**config.mk**
```make
export PLATFORM = sky130hd
export DESIGN_NAME = fgs_apb_regs
export DESIGN_NICKNAME = d
export VERILOG_FILES = /design/src/rtl/fgs_pkg.sv /design/src/rtl/fgs_apb_regs.sv
export SDC_FILE = /design/constraint.sdc
export NUM_CORES = 1
export LEC_CHECK = 0
export BUFFER_PORTS_ARGS = -buffer_cell sky130_fd_sc_hd__buf_2
export CORE_MARGIN = 1.5
export CORE_UTILIZATION = 38
export CTS_BUF_LIST = sky130_fd_sc_hd__clkbuf_8
export CTS_CLUSTER_DIAMETER = 120
export DETAILED_ROUTE_END_ITERATION = 7
export PLACE_DENSITY = 0.91
export SLEW_MARGIN = 20
export SYNTH_ARGS = -nofsm -noshare
export SYNTH_HDL_FRONTEND = slang
export SYNTH_SLANG_ARGS = --single-unit
export TNS_END_PERCENT = 50
```
**constraint.sdc**
```tcl
create_clock -name clk -period 1.7 [get_ports clk]
set_clock_uncertainty 0.05 [all_clocks]
set_input_delay 0.17 -clock clk [delete_from_list [all_inputs] [get_ports clk]]
set_output_delay 0.17 -clock clk [all_outputs]
set_load 0.05 [all_outputs]
```
**src/rtl/fgs_pkg.sv**
```systemverilog
`timescale 1ns / 1ps
// ----------------------------------------------------------------------------
// fgs_pkg
// Shared types and constants for the finger galloping search block.
// ----------------------------------------------------------------------------
package fgs_pkg;

	// Field widths of the request and response items
	localparam int unsigned CMD_W    = 1;
	localparam int unsigned IDX_W    = 12;
	localparam int unsigned KEY_W    = 64;
	localparam int unsigned STATUS_W = 2;

	// Configuration port
	localparam int unsigned APB_AW   = 3;
	localparam int unsigned APB_DW   = 32;
	localparam int unsigned COUNT_W  = 13;

	// Register index, taken from the word address bit of paddr
	typedef enum logic {
		REG_ENTRY_COUNT = 1'b0,
		REG_NONE        = 1'b1
	} reg_idx_t;

	// Request command codes
	typedef enum logic [CMD_W-1:0] {
		CMD_WRITE = 1'b0,
		CMD_QUERY = 1'b1
	} cmd_t;

	// Response status codes
	typedef enum logic [STATUS_W-1:0] {
		STS_FOUND  = 2'd0,
		STS_BEFORE = 2'd1,
		STS_EMPTY  = 2'd2
	} status_t;

	// Search sequencer states
	typedef enum logic [3:0] {
		S_IDLE,
		S_RD_HI,
		S_CHK_HI,
		S_CHK_LO,
		S_UP,
		S_UP_CHK,
		S_DN,
		S_DN_CHK,
		S_BIS,
		S_BIS_CHK,
		S_FIN
	} state_t;

	// Configuration write event toward the search core
	typedef struct packed {
		logic               wr;
		logic [COUNT_W-1:0] count;
	} cfg_t;

endpackage

```
**src/rtl/fgs_apb_regs.sv**
```systemverilog
`timescale 1ns / 1ps
// ----------------------------------------------------------------------------
// fgs_apb_regs
// APB register file holding entry_count; flags each count write.
// ----------------------------------------------------------------------------
module fgs_apb_regs (
	input  logic                          clk,
	input  logic                          arst_n,
	input  logic                          psel,
	input  logic                          penable,
	input  logic                          pwrite,
	input  logic [fgs_pkg::APB_AW-1:0]    paddr,
	input  logic [fgs_pkg::APB_DW-1:0]    pwdata,
	output logic [fgs_pkg::APB_DW-1:0]    prdata,
	output logic                          pready,
	output fgs_pkg::cfg_t                 cfg
);
	import fgs_pkg::*;

	logic [COUNT_W-1:0] count_q;
	reg_idx_t           reg_sel;
	logic               wr_en;

	// Word select; byte offset bits are ignored
	assign reg_sel = reg_idx_t'(paddr[2]);
	assign pready  = 1'b1;
	assign wr_en   = psel & penable & pwrite & (reg_sel == REG_ENTRY_COUNT);

	always_ff @(posedge clk or negedge arst_n) begin
		if (!arst_n) begin
			count_q <= '0;
		end else if (wr_en) begin
			count_q <= pwdata[COUNT_W-1:0];
		end
	end

	// Read mux
	always_comb begin
		prdata = '0;
		unique case (reg_sel)
			REG_ENTRY_COUNT: prdata = {{(APB_DW-COUNT_W){1'b0}}, count_q};
			default:         prdata = '0;
		endcase
	end

	assign cfg.wr    = wr_en;
	assign cfg.count = count_q;

endmodule

```
==> Word level (Yosys, flattened, before mapping) <==
Index checks and enable logic that the tools add are counted.
{ "word_totals": {"inputBits": 40, "output_inout_bits": 47, "register_bits": 13, "elab_cells": 6} }
{ "classes": {"mux": 1, "bitwise_logic": 4} }
{ "ops": {"columns": ["operator", "n"], "rows": [
  ["13-bit two-way mux", 1],
  ["1-bit bitwise AND", 3],
  ["1-bit inverter", 1]
]} }

==> Logic depth before layout (Yosys ltp) <==
Gate-level depths: netlist of the first run.
{ "logic_depth": {"ltp_word": 3, "ltp_mapped": 4, "mapped_depth_nobuf": 2} }

==> Worst setup path after synthesis of the first run <==
Ideal clock, no wire load.
{ "synth_timing": {"kind": "reg2out", "start": "reg count_q[11]", "end": "out prdata[11] in the netlist's numbering", "stages_incl_launch_ff": 2, "t_required_ps": 1480, "path_slack_ps": 76, "arrival_ps": 1404, "n_path_buf": 0, "cell_sequence": "dfrtp_1 -> nor2b_1"} }
{ "synth_between": {"elab_chain_len": 1} }
{ "synth_rtl": {"columns": ["element", "line_no", "source"], "rows": [
  ["from (decl)", "fgs_apb_regs.sv:20", "logic [COUNT_W-1:0] count_q;"],
  ["from (signal assigned)", "fgs_apb_regs.sv:33", "count_q <= pwdata[COUNT_W-1:0];"],
  ["13-bit two-way mux", "fgs_apb_regs.sv:40", "unique case (reg_sel)"],
  ["to (decl)", "fgs_apb_regs.sv:14", "output logic [fgs_pkg::APB_DW-1:0] prdata,"]
]} }
Every way passes these cells.

==> results of run 1 <==
[final timing paths]
kind                          endpoint  cells after the start  slack (ns)   startpoint
max                            cfg[13]                      4        0.34     paddr[2]
min                         count_q[3]                      2        0.11    pwdata[3]
max reg2reg                 count_q[9]                      1        0.87   count_q[9]
min reg2reg                count_q[12]                      1        0.47  count_q[12]
max in group asynchronous  count_q[10]                      2        1.08       arst_n
min in group asynchronous   count_q[2]                      2        0.30       arst_n
[cell type report]
type / count / area [um2]
inverter: 1 / 3.75
sequential: 13 / 325
clock inverter: 1 / 3.75
timing repair buffer: 46 / 235
fill: 203 / 955
multi-input combinational: 47 / 364
tap: 27 / 33.8
clock buffer: 3 / 41.3
[critical path: cells and delay by family]
kind	cells	cell delay [ns]
AND/OR/NAND/NOR	1	0.39
buffers and inverters	3	0.56
[per-layer routing]
layer | vias to the layer above | share of wire, % | wire (um) | global-route usage, %
met2 | 42 | 53 | 766 | 25.8
met1 | 274 | 37 | 533 | 12.7
met5 | - | 0 | 0 | 0
met3 | 0 | 9.3 | 134 | 3.68
met4 | 0 | 0 | 0 | 2.86
li1 | 260 | - | - | -
[what timing repair did]
item                                   CTS  global route
setup endpoints to repair                0             0
hold buffers                             1             0
endpoints found under the hold margin   13             0
[power by group]
group / internal (uW) / leakage [uW] / total (uW) / switching, uW
sequential: 379 / 0.000156 / 428 / 48.9
combinational: 194 / 0.000429 / 774 / 580
clock: 159 / 0.0000269 / 260 / 101
[cells by family (layout without fill, tap and decap cells)]
family / after synthesis / after routing / synth area share, %
other cells: 2 / 20 / 0.941
mux: 13 / 13 / 22.6
buf+inv: 24 / 51 / 22.1
flops: 13 / 13 / 40.8
simple gates: 14 / 14 / 13.6
[layout by cell type, fill, tap and decap left out]
cell / n
and2b_1: 3
nor2b_1: 10
buf_2: 45
mux2_2: 4
mux2_4: 9
clkbuf_8: 3
conb_1: 20
nand4b_4: 1
dlygate4sd3_1: 1
inv_1: 2
dfrtp_1: 13
[through the flow]
stage | area, um2 | worst slack (ns) | instances | util (%)
4_1_cts | 1010 | 0.313 | 138 | 51.3
3_3_place_gp | 952 | 0.347 | 133 | 48.5
3_5_place_dp | 952 | 0.317 | 133 | 48.5
6_report | 1010 | 0.344 | 138 | 51.3
2_1_floorplan | 866 | 0.0765 | 84 | -
5_1_grt | 1010 | 0.238 | 138 | 51.3
==> results.sh, run 1 <==
export IMPL_totalWireLength_um=1430
export IMPL_outcome="finished clean"
export IMPL_start_util_pct=40.7
export IMPL_synth_area_um2=798
export IMPL_postSynthAreaPerCell_um2=12.1
export IMPL_reg_top3="count_q x13"
export IMPL_cp_max_fo=14
export IMPL_largest_register="count_q"
export IMPL_grt_pass1_vias=546
export IMPL_cts_tree="built"
export IMPL_worstPathRequired_ns=1.48
export IMPL_drv_cap=0
export IMPL_numCtsBuffers=3
export IMPL_post_cts_buffers=0
export IMPL_first_iter_violations=3
export IMPL_place_hpwl_um=1120
export IMPL_dr_pass1_iters=3
export IMPL_netlist_instances=66
export IMPL_synth_top_cell_by_area="dfrtp_1"
export IMPL_startpoint_type="primary input"
export IMPL_ys_types=11
export IMPL_synth_seq_cells=13
export IMPL_antenna_found_initial=0
export IMPL_cts_htree_levels=1
export IMPL_grt_max_degree=15
export IMPL_cts_root_buf="clkbuf_8"
export IMPL_grt_use_total_pct=12.8
export IMPL_clock_latency_ns=0.23
export IMPL_slew_viol_final=0
export IMPL_routed_via_count=576
export IMPL_cts_sinks=13
export IMPL_yosysMostFrequentCell="buf_4"
export IMPL_setup_violations=0
export IMPL_rsz0062_at_grt="false"
export IMPL_routabilityCongestion=0.637
export IMPL_path_class="primary input to output port"
export IMPL_crit_top_cell="buf_2"
export IMPL_hold_slack_ns=0.111
export IMPL_synth_edff_count=0
export IMPL_ant_nets=0
export IMPL_die_area_um2=2380
export IMPL_worstPathArrival_ns=1.14
export IMPL_ys_flop_type="dfrtp_1"
export IMPL_yosysSeqAreaShare_pct=40.8
export IMPL_ir_drop_v=0.000809
export IMPL_area_growth_pct=26.2
export IMPL_core_area_um2=1960
export IMPL_yosys_area_top_type_share_pct=40.8
export IMPL_largest_reg_flops=13
export IMPL_leakagePower_uw=0.000612
export IMPL_synth_warnings=0
export IMPL_antenna_cells=0
export IMPL_final_hold_viol_count=0
export IMPL_final_net_count=152
export IMPL_ys_top_cells_by_count="buf_4, dfrtp_1, nor2b_1, mux2_4, mux2_2"
export IMPL_async_flop_share_pct=100
export IMPL_power_density_nw_per_um2=1450
export IMPL_crit_chain="buf_2, nand4b_4, inv_1, buf_2"
export IMPL_layout_drive_gt1_share_pct=55.9
export IMPL_cts_resized=0
export IMPL_via_per_inst=4.17
export IMPL_end_kind="output port"
export IMPL_timing_fmax_ghz=0.737
export IMPL_grt_pass1_wl_um=2350
export IMPL_fin_setup_tns_ns=0
export IMPL_hp_class="primary input to flop"
export IMPL_grt_overflow_total=0
export IMPL_portBuffers=45
export IMPL_row_count=16
export IMPL_ys_top_cells_by_area="dfrtp_1, buf_4, mux2_4"
export IMPL_drc=0
export IMPL_p_total_uw=1460
export IMPL_max_stage_delay_ns=0.39
export IMPL_ios=87
export IMPL_fin_crit_sh_pct=79.8
export IMPL_die_w_um=48.8
export IMPL_clockBufferDepth=2
export IMPL_clkTransAtPathRegs_ns=0.06
export IMPL_wire_per_inst_um=10.4
export IMPL_dieHeight_um=48.8
export IMPL_cpMaxStageDelayCell="nand4b_4"
export IMPL_min_period_ns=1.36
No activity file was read; power rests on OpenSTA's default activity.
==> inputs of run 2 (changes only) <==
--- a/config.mk
+++ b/config.mk
@@ -5,13 +5,14 @@
 export SDC_FILE = /design/constraint.sdc
 export NUM_CORES = 1
 export LEC_CHECK = 0
+export ABC_AREA = 1
 export BUFFER_PORTS_ARGS = -buffer_cell sky130_fd_sc_hd__buf_2
 export CORE_MARGIN = 1.5
-export CORE_UTILIZATION = 38
+export CORE_UTILIZATION = 35
 export CTS_BUF_LIST = sky130_fd_sc_hd__clkbuf_8
 export CTS_CLUSTER_DIAMETER = 120
 export DETAILED_ROUTE_END_ITERATION = 7
-export PLACE_DENSITY = 0.91
+export PLACE_DENSITY = 0.84
 export SLEW_MARGIN = 20
 export SYNTH_ARGS = -nofsm -noshare
 export SYNTH_HDL_FRONTEND = slang
==> constraint.sdc (replaced) <==
create_clock -name clk -period 1.35 [get_ports clk]
set_clock_uncertainty 0.05 [all_clocks]
set_input_delay 0.135 -clock clk [delete_from_list [all_inputs] [get_ports clk]]
set_output_delay 0.135 -clock clk [all_outputs]
set_load 0.05 [all_outputs]
==> run 2 against run 1 <==
  * Count of clock-buffer cells in the layout unchanged
  * Highest routed layer unchanged
  * Hold slack worse by 0.041 ns
  * Power rose by 16%
  * Register-to-register slack lost 0.19 ns
  * Setup slack worse by 0.20 ns
  * Via count increased by 27%
  * Sequential cell count did not move
  * Largest power group unchanged
  * Final area rose by 3.9%
==> results.sh, run 2 <==
export IMPL_start_util_pct=37.1
export IMPL_power_density_nw_per_um2=1620
export IMPL_cts_htree_levels=1
export IMPL_finish_instance_area_um2=1050
export IMPL_timing_fmax_ghz=0.831
export IMPL_routabilityCongestion=0.655
export IMPL_first_iter_violations=4
export IMPL_combPwrFrac_pct=49.7
export IMPL_async_flop_share_pct=100
export IMPL_die_w_um=51.2
export IMPL_cpMaxStageDelayCell="dfrtp_1"
export IMPL_yosysSeqAreaShare_pct=40.1
export IMPL_grt_use_total_pct=14.1
export IMPL_switchingPower_uw=880
export IMPL_synth_seq_cells=13
export IMPL_synth_warnings=0
export IMPL_final_cell_mix="buf_2, nand2_1, conb_1"
export IMPL_fin_crit_sh_pct=89.1
export IMPL_via_per_inst=3.95
export IMPL_ir_drop_v=0.000776
export IMPL_dieHeight_um=51.2
export IMPL_yosysMostFrequentCell="nand2_1"
export IMPL_yosys_area_top_type_share_pct=40.1
export IMPL_clkPwrFrac_pct=19.9
export IMPL_cts_resized=0
export IMPL_startpoint_type="flop"
export IMPL_outcome="finished clean"
export IMPL_ys_top_cells_by_area="dfrtp_1, buf_4, nand2_1"
export IMPL_synth_edff_count=0
export IMPL_grt_overflow_total=0
export IMPL_path_class="flop to output port"
export IMPL_worstPathRequired_ns=1.16
export IMPL_min_period_ns=1.20
export IMPL_swShare_pct=51.8
export IMPL_rsz0062_at_grt="false"
export IMPL_ant_nets=0
export IMPL_worstPathArrival_ns=1.02
export IMPL_die_area_um2=2620
export IMPL_crit_chain="inv_1, nor2_2, buf_2"
export IMPL_grt_pass1_vias=626
export IMPL_netlist_instances=111
export IMPL_clkTransAtPathRegs_ns=0.06
export IMPL_row_count=17
export IMPL_dpl_cell_area_um2=991
export IMPL_synth_area_um2=812
export IMPL_multiInputGateArea_um2=323
export IMPL_dr_pass1_iters=3
export IMPL_ios=87
export IMPL_drc=0
export IMPL_place_hpwl_um=1310
export IMPL_seq_area_um2=325
export IMPL_portBuffers=45
export IMPL_postSynthAreaPerCell_um2=7.32
export IMPL_area_growth_pct=28.8
export IMPL_routed_via_count=730
export IMPL_largest_reg_flops=13
export IMPL_p_total_uw=1700
export IMPL_ys_top_cells_by_count="nand2_1, buf_4, inv_1"
export IMPL_largest_register="count_q"
export IMPL_core_area_um2=2190
export IMPL_ys_types=11
export IMPL_leakagePower_uw=0.000683
export IMPL_post_cts_buffers=0
export IMPL_fillCellCount=244
export IMPL_clockBufferDepth=2
export IMPL_antenna_cells=0
export IMPL_setup_violations=0
export IMPL_grt_pass1_wl_um=2720
export IMPL_cp_max_fo=3
export IMPL_cts_sinks=13
export IMPL_reg_top3="count_q x13"
export IMPL_synth_top_cell_by_area="dfrtp_1"
export IMPL_wire_per_inst_um=9.16
export IMPL_clock_latency_ns=0.24
export IMPL_hp_class="primary input to flop"
export IMPL_layout_drive_gt1_share_pct=37.6
export IMPL_drv_cap=0
export IMPL_layout_commonest_cell="buf_2"
export IMPL_p_int_uw=820
export IMPL_antenna_found_initial=0
export IMPL_fin_setup_tns_ns=0
export IMPL_seq_power_share_pct=30.4
export IMPL_cts_root_buf="clkbuf_8"
export IMPL_numCtsBuffers=3
export IMPL_final_net_count=198
export IMPL_end_kind="output port"
export IMPL_grt_max_degree=15
export IMPL_ys_flop_type="dfrtp_1"
export IMPL_slew_viol_final=0
export IMPL_totalWireLength_um=1690
export IMPL_max_stage_delay_ns=0.37
export IMPL_final_hold_viol_count=0
export IMPL_cts_tree="built"
## run 2: what timing repair did
item / in CTS / in global routing
endpoints found under the hold margin: 13 / 0
hold buffers: 1 / 0
endpoints found under the setup margin: 0 / 0
## run 2: worst max-delay path: cells and delay by family, from the launching register on
family	cells	cell delay, ns
and+or+nand+nor	1	0.08
DFF	1	0.37
buffers and inverters	2	0.32
## run 2: area by class of cell
cell class / instances / area share (%)
timing repair buffer: 49 / 24.6
clock inverter: 1 / 0.359
clock buffer: 3 / 3.95
multi-input combinational: 75 / 30.9
sequential: 13 / 31.1
tap: 28 / 3.35
inverter: 16 / 5.74
## run 2: power groups by stage
stage	registers (uW)	logic, uW	clock network (uW)
2_1_floorplan	780	459	0
3_3_place_gp	521	838	0
3_5_place_dp	523	847	0
4_1_cts	517	850	348
5_1_grt	529	896	371
6_report	517	845	338
## run 2: metrics by stage
step                      utilization (%)  setup WS [ns]  hold slack [ns]  cells
after floorplan                         -         -0.192           -0.211    129
after global placement               45.2          0.297          -0.0203    180
after detailed placement             45.2          0.297          -0.0136    180
after CTS                            47.7          0.144           0.0701    185
after global routing                 47.7         0.0868           0.0885    185
final                                47.7          0.147           0.0708    185
## run 2: cell families after synthesis
family	after synthesis	share of synthesized area, %
flops	13	40.1
buf+inv	41	30.4
other cells	2	0.925
simple gates	55	28.7
## run 2: metal layers
layer | wire length (um) | share of wire (%) | global-route usage, % | vias up
met4 | 0 | 0 | 6.76 | 0
li1 | - | - | - | 377
met1 | 736 | 43 | 16.4 | 316
met3 | 141 | 8.3 | 3.51 | 0
met2 | 816 | 48 | 24.0 | 37
met5 | 0 | 0 | 0 | -
## run 2: worst paths after layout
| check | startpoint | end | slack [ns] | depth (start not counted) |
|---|---|---|---|---|
| setup / recovery | count_q[0] | prdata[0] | 0.15 | 3 |
| hold / removal | pwdata[10] | count_q[10] | 0.07 | 3 |
| setup reg to reg | count_q[1] | count_q[1] | 0.68 | 2 |
| hold reg to reg | count_q[5] | count_q[5] | 0.44 | 2 |
| max in group asynchronous | arst_n | count_q[3] | 0.75 | 2 |
| min in group asynchronous | arst_n | count_q[7] | 0.27 | 2 |
